[src/sv/csv_field_tokenizer_assert.svh]
// Assertion macros used by the tokenizer module.
`ifndef CSV_FIELD_TOKENIZER_ASSERT_SVH
`define CSV_FIELD_TOKENIZER_ASSERT_SVH
`ifndef NO_ASSERTIONS
`define CSVT_ASSERT(label, clk, rst_n, prop) \
  label: assert property (@(posedge clk) disable iff (!rst_n) prop) \
    else $error("csv tokenizer assertion failed");
`define CSVT_ASSERT_NEVER(label, clk, rst_n, cond) \
  label: assert property (@(posedge clk) disable iff (!rst_n) !(cond)) \
    else $error("csv tokenizer forbidden condition");
`else
`define CSVT_ASSERT(label, clk, rst_n, prop)
`define CSVT_ASSERT_NEVER(label, clk, rst_n, cond)
`endif
`endif

[src/sv/csvt_pkg.sv]
package csvt_pkg;

  localparam int unsigned ByteW = 8;
  localparam int unsigned ColW = 9;
  localparam int unsigned CfgIdxW = 2;
  localparam int unsigned DefaultMaxColumns = 256;

  localparam logic [ByteW-1:0] CharNewline = 8'd10;
  localparam logic [ByteW-1:0] CharComma = 8'd44;
  localparam logic [ByteW-1:0] CharQuote = 8'd34;

  localparam logic [CfgIdxW-1:0] RegDelimiter = 2'd0;
  localparam logic [CfgIdxW-1:0] RegQuote = 2'd1;
  localparam logic [CfgIdxW-1:0] RegHeaderMode = 2'd2;

  typedef enum logic [1:0] {
    MODE_UNQ,
    MODE_QUO,
    MODE_AFT
  } mode_e;

  typedef enum logic [2:0] {
    ERR_NONE = 3'd0,
    ERR_STRAY_QUOTE = 3'd1,
    ERR_JUNK_AFTER_QUOTE = 3'd2,
    ERR_WIDTH_MISMATCH = 3'd3,
    ERR_BAD_CONFIG = 3'd4,
    ERR_TOO_MANY_COLUMNS = 3'd5
  } err_e;

  typedef struct packed {
    logic [ByteW-1:0] delimiter_char;
    logic [ByteW-1:0] quote_char;
  } cfg_t;

  typedef struct packed {
    mode_e mode;
    logic  value_empty;
    logic  width_known;
    logic  in_header_line;
    err_e  sticky_error;
  } state_t;

  typedef struct packed {
    logic [ByteW-1:0] data_byte;
    logic             is_content;
    logic             field_done;
    logic             row_done;
    logic             is_header;
    logic [ColW-1:0]  column_index;
    err_e             error_code;
  } res_t;

endpackage

[src/sv/csv_field_tokenizer.sv]
// CSV field tokenizer: one text byte per transfer in, one result per byte out.
// A byte is taken in every cycle unless a result waits for m_axis_tready. Each
// byte passes an input register and a result register, and its result is offered
// on the master side from the result register. While a result waits for
// m_axis_tready, the next byte is held in the input register and no further byte is taken.
// The figure of one byte per cycle is set by the parser state update (mode,
// field count, row width, error), which is combinational. There is no start-up
// pass after reset. Configuration must be written by the user only while idle;
// the block does not enforce it. header_mode acts only before the first byte.
`include "csv_field_tokenizer_assert.svh"

module csv_field_tokenizer #(
  parameter int unsigned MAX_COLUMNS = csvt_pkg::DefaultMaxColumns
) (
  input  logic                           clk_i,
  input  logic                           rst_ni,
  input  logic                           cfg_we_i,
  input  logic [csvt_pkg::CfgIdxW-1:0]   cfg_index_i,
  input  logic [csvt_pkg::ByteW-1:0]     cfg_data_i,
  input  logic                           s_axis_tvalid,
  output logic                           s_axis_tready,
  input  logic [7:0]                     s_axis_tdata,  // [7:0] in_byte
  output logic                           m_axis_tvalid,
  input  logic                           m_axis_tready,
  // [7:0] data_byte, [16:8] column_index, [19:17] error_code, [23:20] zero
  output logic [23:0]                    m_axis_tdata,
  // [0] is_content, [1] field_done, [2] is_header
  output logic [2:0]                     m_axis_tuser,
  output logic                           m_axis_tlast   // row_done
);

  localparam int unsigned CntW = $clog2(MAX_COLUMNS + 1);

  csvt_pkg::cfg_t              cfg_q;
  csvt_pkg::state_t            state_q;
  csvt_pkg::state_t            state_d;
  logic [CntW-1:0]             fc_q;
  logic [CntW-1:0]             fc_d;
  logic [CntW-1:0]             rw_q;
  logic [CntW-1:0]             rw_d;
  logic                        started_q;
  logic                        in_valid_q;
  logic                        in_valid_d;
  logic [csvt_pkg::ByteW-1:0]  in_byte_q;
  logic                        out_valid_q;
  logic                        out_valid_d;
  csvt_pkg::res_t              res_q;
  csvt_pkg::res_t              step_res;
  logic                        s_accept;
  logic                        advance;

  assign advance = in_valid_q && (!out_valid_q || m_axis_tready);
  assign s_axis_tready = !in_valid_q || advance;
  assign s_accept = s_axis_tvalid && s_axis_tready;
  assign in_valid_d = s_accept || (in_valid_q && !advance);
  assign out_valid_d = advance || (out_valid_q && !m_axis_tready);

  csvt_step #(
    .MAX_COLUMNS(MAX_COLUMNS)
  ) u_step (
    .cfg_i        (cfg_q),
    .byte_i       (in_byte_q),
    .state_i      (state_q),
    .field_count_i(fc_q),
    .row_width_i  (rw_q),
    .state_o      (state_d),
    .field_count_o(fc_d),
    .row_width_o  (rw_d),
    .res_o        (step_res)
  );

  always_ff @(posedge clk_i or negedge rst_ni) begin
    if (!rst_ni) begin
      cfg_q.delimiter_char <= csvt_pkg::CharComma;
      cfg_q.quote_char <= csvt_pkg::CharQuote;
      state_q.mode <= csvt_pkg::MODE_UNQ;
      state_q.value_empty <= 1'b1;
      state_q.width_known <= 1'b0;
      state_q.in_header_line <= 1'b0;
      state_q.sticky_error <= csvt_pkg::ERR_NONE;
      fc_q <= '0;
      rw_q <= '0;
      started_q <= 1'b0;
      in_valid_q <= 1'b0;
      out_valid_q <= 1'b0;
    end else begin
      in_valid_q <= in_valid_d;
      out_valid_q <= out_valid_d;
      if (s_accept) begin
        started_q <= 1'b1;
      end
      if (advance) begin
        state_q <= state_d;
        fc_q <= fc_d;
        rw_q <= rw_d;
      end
      if (cfg_we_i) begin
        unique case (cfg_index_i)
          csvt_pkg::RegDelimiter: cfg_q.delimiter_char <= cfg_data_i;
          csvt_pkg::RegQuote: cfg_q.quote_char <= cfg_data_i;
          csvt_pkg::RegHeaderMode: begin
            if (!started_q) begin
              state_q.in_header_line <= cfg_data_i[0];
            end
          end
          default: begin
          end
        endcase
      end
    end
  end

  always_ff @(posedge clk_i) begin
    if (s_accept) begin
      in_byte_q <= s_axis_tdata;
    end
    if (advance) begin
      res_q <= step_res;
    end
  end

  assign m_axis_tvalid = out_valid_q;
  assign m_axis_tdata = {4'b0000, res_q.error_code, res_q.column_index, res_q.data_byte};
  assign m_axis_tuser = {res_q.is_header, res_q.field_done, res_q.is_content};
  assign m_axis_tlast = res_q.row_done;

  `CSVT_ASSERT(a_error_sticky, clk_i, rst_ni,
    (state_q.sticky_error != csvt_pkg::ERR_NONE) |=>
    (state_q.sticky_error == $past(state_q.sticky_error)))
  `CSVT_ASSERT(a_width_sticky, clk_i, rst_ni, state_q.width_known |=> state_q.width_known)
  `CSVT_ASSERT(a_row_clears_count, clk_i, rst_ni, (advance && step_res.row_done) |=> (fc_q == '0))
  `CSVT_ASSERT_NEVER(a_count_bound, clk_i, rst_ni, fc_q > CntW'(MAX_COLUMNS))
  `CSVT_ASSERT_NEVER(a_error_no_flags, clk_i, rst_ni,
    out_valid_q && (res_q.error_code != csvt_pkg::ERR_NONE) &&
    (res_q.is_content || res_q.field_done || res_q.row_done))

endmodule

[src/sv/csvt_step.sv]
module csvt_step #(
  parameter int unsigned MAX_COLUMNS = csvt_pkg::DefaultMaxColumns,
  localparam int unsigned CntW = $clog2(MAX_COLUMNS + 1)
) (
  input  csvt_pkg::cfg_t               cfg_i,
  input  logic [csvt_pkg::ByteW-1:0]   byte_i,
  input  csvt_pkg::state_t             state_i,
  input  logic [CntW-1:0]              field_count_i,
  input  logic [CntW-1:0]              row_width_i,
  output csvt_pkg::state_t             state_o,
  output logic [CntW-1:0]              field_count_o,
  output logic [CntW-1:0]              row_width_o,
  output csvt_pkg::res_t               res_o
);

  logic            bad_cfg;
  logic            overflow;
  logic [CntW-1:0] fc_inc;
  logic            content;
  logic            fdone;
  logic            rdone;

  assign overflow = (field_count_i >= CntW'(MAX_COLUMNS));
  assign fc_inc = field_count_i + CntW'(1);
  assign bad_cfg = (cfg_i.delimiter_char == cfg_i.quote_char) ||
                   (!state_i.width_known && !state_i.in_header_line &&
                    ((cfg_i.delimiter_char == csvt_pkg::CharNewline) ||
                     (cfg_i.quote_char == csvt_pkg::CharNewline)));

  always_comb begin
    state_o = state_i;
    field_count_o = field_count_i;
    row_width_o = row_width_i;
    content = 1'b0;
    fdone = 1'b0;
    rdone = 1'b0;
    if (state_i.sticky_error != csvt_pkg::ERR_NONE) begin
      state_o = state_i;
    end else if (bad_cfg) begin
      state_o.sticky_error = csvt_pkg::ERR_BAD_CONFIG;
    end else if (state_i.in_header_line) begin
      if (byte_i == csvt_pkg::CharNewline) begin
        if (!state_i.value_empty && overflow) begin
          state_o.sticky_error = csvt_pkg::ERR_TOO_MANY_COLUMNS;
        end else begin
          fdone = !state_i.value_empty;
          rdone = 1'b1;
          state_o.width_known = 1'b1;
          row_width_o = state_i.value_empty ? field_count_i : fc_inc;
          field_count_o = '0;
          state_o.value_empty = 1'b1;
          state_o.in_header_line = 1'b0;
        end
      end else if (byte_i == cfg_i.delimiter_char) begin
        if (overflow) begin
          state_o.sticky_error = csvt_pkg::ERR_TOO_MANY_COLUMNS;
        end else begin
          fdone = 1'b1;
          field_count_o = fc_inc;
          state_o.value_empty = 1'b1;
        end
      end else begin
        content = 1'b1;
        state_o.value_empty = 1'b0;
      end
    end else if (byte_i == cfg_i.delimiter_char) begin
      if (state_i.mode == csvt_pkg::MODE_QUO) begin
        content = 1'b1;
        state_o.value_empty = 1'b0;
      end else if (overflow) begin
        state_o.sticky_error = csvt_pkg::ERR_TOO_MANY_COLUMNS;
      end else begin
        fdone = 1'b1;
        state_o.value_empty = 1'b1;
        state_o.mode = csvt_pkg::MODE_UNQ;
        if (state_i.width_known && (fc_inc == row_width_i)) begin
          rdone = 1'b1;
          field_count_o = '0;
        end else begin
          field_count_o = fc_inc;
        end
      end
    end else if (byte_i == cfg_i.quote_char) begin
      case (state_i.mode)
        csvt_pkg::MODE_UNQ: begin
          if (state_i.value_empty) begin
            state_o.mode = csvt_pkg::MODE_QUO;
          end else begin
            state_o.sticky_error = csvt_pkg::ERR_STRAY_QUOTE;
          end
        end
        csvt_pkg::MODE_QUO: begin
          state_o.mode = csvt_pkg::MODE_AFT;
        end
        default: begin
          // A doubled quote: one literal quote, back inside the quoted value.
          content = 1'b1;
          state_o.value_empty = 1'b0;
          state_o.mode = csvt_pkg::MODE_QUO;
        end
      endcase
    end else if (state_i.mode == csvt_pkg::MODE_QUO) begin
      content = 1'b1;
      state_o.value_empty = 1'b0;
    end else if (byte_i == csvt_pkg::CharNewline) begin
      if (overflow) begin
        state_o.sticky_error = csvt_pkg::ERR_TOO_MANY_COLUMNS;
      end else if (state_i.width_known && (fc_inc != row_width_i)) begin
        state_o.sticky_error = csvt_pkg::ERR_WIDTH_MISMATCH;
        field_count_o = fc_inc;
        state_o.value_empty = 1'b1;
      end else begin
        fdone = 1'b1;
        rdone = 1'b1;
        field_count_o = '0;
        state_o.value_empty = 1'b1;
        state_o.mode = csvt_pkg::MODE_UNQ;
        if (!state_i.width_known) begin
          state_o.width_known = 1'b1;
          row_width_o = fc_inc;
        end
      end
    end else if (state_i.mode == csvt_pkg::MODE_UNQ) begin
      content = 1'b1;
      state_o.value_empty = 1'b0;
    end else begin
      state_o.sticky_error = csvt_pkg::ERR_JUNK_AFTER_QUOTE;
    end
  end

  always_comb begin
    res_o.error_code = state_o.sticky_error;
    if (state_o.sticky_error != csvt_pkg::ERR_NONE) begin
      res_o.data_byte = '0;
      res_o.is_content = 1'b0;
      res_o.field_done = 1'b0;
      res_o.row_done = 1'b0;
      res_o.is_header = state_o.in_header_line;
      res_o.column_index = csvt_pkg::ColW'(field_count_o);
    end else begin
      res_o.data_byte = content ? byte_i : '0;
      res_o.is_content = content;
      res_o.field_done = fdone;
      res_o.row_done = rdone;
      res_o.is_header = state_i.in_header_line;
      res_o.column_index = csvt_pkg::ColW'(field_count_i);
    end
  end

endmodule
[config.mk]
export PLATFORM = sky130hd
export DESIGN_NAME = csv_field_tokenizer
export DESIGN_NICKNAME = d
export VERILOG_FILES = /design/src/sv/csvt_pkg.sv /design/src/sv/csv_field_tokenizer.sv /design/src/sv/csvt_step.sv
export VERILOG_INCLUDE_DIRS = /design/src /design/src/sv
export SDC_FILE = /design/constraint.sdc
export NUM_CORES = 1
export LEC_CHECK = 0
export BUFFER_PORTS_ARGS = -buffer_cell sky130_fd_sc_hd__buf_2
export CORE_AREA = 2 2 75 130
export CTS_CLUSTER_SIZE = 12
export DETAILED_ROUTE_END_ITERATION = 8
export DIE_AREA = 0 0 77 132
export PLACE_DENSITY_LB_ADDON = 0.08
export SLEW_MARGIN = 15
export SYNTH_ARGS = -nofsm -noshare
export SYNTH_HDL_FRONTEND = slang
export SYNTH_SLANG_ARGS = --single-unit
[constraint.sdc]
create_clock -name clk_i -period 3.4 [get_ports clk_i]
set_input_delay 0.17 -clock clk_i [delete_from_list [all_inputs] [get_ports clk_i]]
set_output_delay 0.17 -clock clk_i [all_outputs]
set_load 0.03 [all_outputs]
# == After elaboration in Yosys (flattened, before gate mapping) ==
# Cells that the tools add are included.
# word_totals
regBits,77
wordCells,200
in_bits,23
output_inout_bits,30
# classes
addsub,1
reduce_logical,37
n_lt_le_gt_ge,1
n_eq_ne,29
n_mux,108
n_bitwise,4
# op_table
cell,n
two-way mux 9 bit,27
two-way mux 3 bit,20
two-way mux 1 bit,49
== test 8 x 4 -> 1 bit (second input constant),3
== test 8 bit,3
!= test 2 bit (second input constant),11
AND reduction 11 bit,2
two-way mux 2 bit,7
two-way mux 4 bit,3
two-way mux 10 bit,1
AND reduction 10 bit,1
adder 9 x 1 -> 9 bit (second input constant),1
== test 9 bit,1
>= comparator 9 bit (second input constant),1
logical AND 1 bit,9
!= test 9 bit,1
AND reduction 9 bit,1
nonzero test 3 bit,3
!= test 4 x 3 -> 1 bit (second input constant),2
!= test 4 bit (second input constant),2
zero test 1 bit,7
logical OR 1 bit,6
nonzero test 6 bit,1
!= test 5 bit (second input constant),1
10 further kinds,17

# == Longest topological paths before layout ==
# depth
ltp_word,16
depth_mapped,13
ltp_nobuf,11

# == Cells and area by module ==
# Synthesis repeated with hierarchy kept, for this count alone.
# hier_totals
hier_cells,512
area_unflattened_um2,5076.1
# modules_own_cells
mod,area_each_um2,cells_each,instances,seq_area_each_um2
csv_field_tokenizer,2741.4,143,1,2094.5
csvt_step,2334.7,369,1,0.0

# == Least setup slack after synthesis ==
# OpenSTA, ideal clock, no wires.
# synth_timing
path_type,flip-flop to flip-flop
from,reg fc_q[1]
to,reg rw_q[0]
period_less_slack_ns,3.477
setup_time_ns,0.125
path_buffers,1
path_slack_ns,-0.077
arrival_ns,3.352
required_ns,3.275
path_stages_with_launch,13
cell_sequence,dfrtp_1 -> ha_1 -> buf_2 -> nand4_1 -> ha_1 -> xnor2_1 -> nand4_1 -> nor4b_4 -> a21boi_2 -> or4_4 -> a221oi_4 -> nand2_4 -> mux2_4
# synth_between
elab_chain_cells,5
word_cells_on_any_way,9
cone_classes,add/sub (1); order compare (1); eq/ne (4); reduce/logical (3)
# synth_rtl
element,line,source
from (decl),csv_field_tokenizer.sv:37,logic [CntW-1:0] fc_q;
from (signal assigned),csv_field_tokenizer.sv:81,fc_q <= '0;
from (signal assigned),csv_field_tokenizer.sv:94,fc_q <= fc_d;
adder 9 x 1 -> 9 bit,csvt_step.sv:24,assign fc_inc = field_count_i + CntW'(1);
!= test 9 bit,csvt_step.sv:108,end else if (state_i.width_known && (fc_inc != row_width_i)) begin
logical AND 1 bit,csvt_step.sv:108,
!= test 2 bit (no line),n/a,
AND reduction 11 bit (no line) (*),n/a,
to (signal assigned),csv_field_tokenizer.sv:95,rw_q <= rw_d;
to (decl),csv_field_tokenizer.sv:39,logic [CntW-1:0] rw_q;
# Every way passes the cells marked *; elsewhere a longest branch is shown, timed or not.
# A chain may end at the register's enable or synchronous reset.

# == Worst setup path in the final report ==
# layout_timing
from,reg fc_q[5]
to,reg rw_q[5]
# layout_between
elab_chain_cells,9
word_cells_on_any_way,20
cone_classes,add/sub (1); order compare (1); eq/ne (4); mux (11); reduce/logical (3)
# layout_rtl
element,line,source
adder 9 x 1 -> 9 bit,csvt_step.sv:24,
two-way mux 9 bit,csvt_step.sv:118,if (!state_i.width_known) begin
two-way mux 9 bit,csvt_step.sv:108,
two-way mux 9 bit,csvt_step.sv:106,if (overflow) begin
two-way mux 9 bit,csvt_step.sv:105,end else if (byte_i == csvt_pkg::CharNewline) begin
two-way mux 9 bit,csvt_step.sv:102,end else if (state_i.mode == csvt_pkg::MODE_QUO) begin
two-way mux 9 bit,csvt_step.sv:83,end else if (byte_i == cfg_i.quote_char) begin
two-way mux 9 bit,csvt_step.sv:66,end else if (byte_i == cfg_i.delimiter_char) begin
two-way mux 9 bit,csvt_step.sv:41,end else if (state_i.in_header_line) begin
# Parallel ways exist; a longest one is shown, timed or not. The select of a mux whose other input is x is not followed.

==> results.yml <==
floorplan:
  core-area_um2: 9090
  start_util_pct: 51.7
  io_pins: 53
  die_h_um: 132
  die_w_um: 77
  die_area_um2: 10200
  rows: 46
hold_path:
  min_path_type: "primary input to register"
  min-delay-start: "s_axis_tvalid"
layout:
  seq_area_um2: 2090
  area_delta_synth_final_pct: 23.8
  drive_gt1_share_pct: 31.3
  layout.nets: 586
  multiInputGateArea_um2: 2440
  n_antenna_cell: 0
  fin_area_um2: 5820
  mostFrequentLayoutCells: "buf_4 (59), buf_2 (47), nand2_1 (41), dfrtp_1 (39)"
  layout_commonest_cell: "buf_4"
  fillerInstances: 776
  finalCoreUtilization_pct: 64.0
power:
  p_clk_share_pct: 41.7
  p_leak_nw: 2.38
  power_switching_w: 0.000620
  switching_share_pct: 26.2
  ir_drop_mv: 0.368
  powerDensity_nw_per_um2: 407
  totalPowerFinal_w: 0.00237
  sequentialPowerShare_pct: 46.9
  internal-power_w: 0.00175
  combPwrFrac_pct: 11.4
global_route:
  grt_overflow: 0
  grt_pass1_wl_um: 21400
  grt_pass1_vias: 4141
  grt_usage_pct: 27.7
  antenna_found_initial: 0
  grt_max_degree: 46
clocking:
  root_buffer: "clkbuf_16"
  cts_buffers: 9
  cts_tree: "yes"
  cts_max_path_buffers: 2
  cts-htree-levels: 3
  insertion_delay_ns: 0.34
  cts.sinks: 77
  clk_pin_slew_ns: 0.06
setup_path:
  rr_startpoint: "fc_q[5]"
  slowest_delay_ns: 0.56
  criticalPathCategory: "register to register"
  end_kind: "register"
  worstPathCellList: "and4_4, nand4_1, ha_1, xnor2_1, nand4_1, nor4b_4, a21boi_2, or4_4, a221oi_4, nand2_4, mux2_4"
  cp.required_ns: 3.63
  crit_start: "fc_q[5]"
  cp_data_arrival_time_ns: 3.57
  worstPathMaxFanout: 7
  crit_family: "simple AND/OR/NAND/NOR gates"
  critPathSlowestCell: "or4_4"
  cpMostUsedCell: "nand4_1"
  startpoint_type: "register"
  crit_buf_inv: 0
synth:
  synth.yosys.seq_area_share_pct: 44.6
  synth_edf_count: 32
  synth_ff_type: "dfrtp_1"
  synthCells: 461
  syn-cell-area_um2: 4700
  yosysWarnings: 0
  syn_area_per_cell_um2: 10.2
  synth_top_cell_by_area: "dfrtp_1"
  ys_types: 71
  ys_async_sr_fraction_pct: 58.4
  synth.top_cell.area_share_pct: 20.8
  synth_area_leaders: "dfrtp_1 (21%), edfxtp_1 (20%), xnor2_1 (6.0%)"
  synth_seq_cells: 77
sta:
  fin_skew_ns: 0.00573
  clock.fmax_mhz: 299
  worstMarginPinSlew_ns: 0.644
  finalHoldViolations: 0
  fin_ws_ns: 0.0555
  holdWs_ns: 0.0297
  setup_violations: 0
  maxSlewHeadroom_pct: 56.7
  finalCriticalPeriod_ns: 3.34
  period_share_pct: 98.4
  drv_slew: 0
  rsz0062_at_grt: "true"
drt:
  wirelength_um: 13600
  via_per_inst: 5.88
  vias: 4031
  ant_nets: 0
  firstDrtPassIters: 5
  drc_errors: 0
  wire_per_inst_um: 19.8
  drt-initial-drc-count: 245
job:
  max_cap_viol_count: 0
placed_design:
  io_buffers: 48
  gp_congestion: 0.954
  dp_hpwl_um: 10200
  pre_cts_ws_ns: 0.00138
  dpl_cell_area_um2: 5310
status:
  outcome: "finished, final reports clean"
==> worst reg2reg max path, delay by kind of cell (launching register included) <==
kind | cells | cell delay (ns)
fa+ha+maj | 1 | 0.36
mux | 1 | 0.33
flops | 1 | 0.36
xor+xnor | 1 | 0.16
simple gates | 6 | 1.58
compound gates | 2 | 0.46
==> final cells by class <==
| type | count | area share [%] |
|---|---|---|
| clock buffers | 9 | 3.87 |
| clock inverters | 7 | 1.38 |
| inverters | 16 | 1.03 |
| multi-input cells | 341 | 41.9 |
| flip-flops and latches | 77 | 36.0 |
| well taps | 120 | 2.58 |
| repair buffers | 115 | 13.2 |
==> state kept, by name, indices dropped and copies added (netlist names), 3 cells and up <==
register / cells
state_q: 8
fc_q: 9
m_axis_tuser: 3
m_axis_tdata: 20
in_byte_q: 8
cfg_q: 16
rw_q: 9
==> final timing paths <==
path / cells after the start / end / slack (ns)
max: 11 / rw_q[5] / 0.06
min in group asynchronous: 2 / rw_q[3] / 0.37
min reg2reg: 1 / started_q / 0.47
max reg2reg: 11 / rw_q[5] / 0.06
min: 2 / in_valid_q / 0.03
max in group asynchronous: 2 / fc_q[3] / 2.62
==> power by group through the flow <==
stage                     combinational [W]  clock [W]  sequential, W
final                              0.000270   0.000988        0.00111
after CTS                          0.000269    0.00101        0.00111
after global placement             0.000257          0        0.00113
after detailed placement           0.000262          0        0.00113
after global routing               0.000292    0.00104        0.00112
after floorplan                    0.000160          0        0.00114
==> per-stage QoR <==
| stage | cells | TNS (ns) |
|---|---|---|
| after global routing | 685 | -0.959 |
| after detailed placement | 650 | 0 |
| after CTS | 674 | 0 |
| after floorplan | 464 | 0 |
| after global placement | 650 | 0 |
| final | 685 | 0 |
==> metal layers <==
layer | GRT usage (%) | vias up | part of all wire, %
met5 | 0 | - | 0
met4 | 17.2 | 0 | 5.4
met3 | 4.79 | 47 | 3.7
met2 | 53.2 | 136 | 58
met1 | 26.6 | 1953 | 33
li1 | - | 1895 | -
==> cells in the mapped netlist (4+ instances only) <==
| cell type | count |
|---|---|
| a211oi_1 | 4 |
| a21oi_1 | 19 |
| a31oi_1 | 9 |
| and2_1 | 5 |
| and3_1 | 11 |
| buf_2 | 4 |
| buf_4 | 5 |
| clkbuf_1 | 17 |
| dfrtp_1 | 39 |
| dfstp_2 | 6 |
| edfxtp_1 | 32 |
| inv_1 | 13 |
| mux2_2 | 19 |
| mux2_4 | 6 |
| nand2_1 | 41 |
| nand2b_1 | 5 |
| nand3_1 | 13 |
| nand4_1 | 7 |
| nor2_1 | 23 |
| nor3_1 | 8 |
| nor4_1 | 6 |
| nor4bb_1 | 4 |
| o21ai_0 | 21 |
| o21ai_1 | 5 |
| o22a_1 | 7 |
| o22ai_1 | 7 |
| o311a_1 | 4 |
| o31ai_1 | 8 |
| xnor2_1 | 32 |
| xor2_1 | 13 |
==> kinds of logic after synthesis <==
kind of cell               synth area share (%)
and+or+nand+nor                            16.6
adders and majority gates                 0.799
DFF                                        44.6
xor gates and xnor gates                   8.39
muxes                                      7.83
other                                    0.0798
buffers and inverters                      4.50
AOI/OAI and AO/OA                          17.2
==> timing repair <==
action	CTS	global route
hold buffers	8	1
buffers inserted	0	10
pin swaps	1	9
endpoints found under the hold margin	8	39
resized for setup	0	9
endpoints found under the setup margin	2	21
No activity file was read; power rests on OpenSTA's default activity.
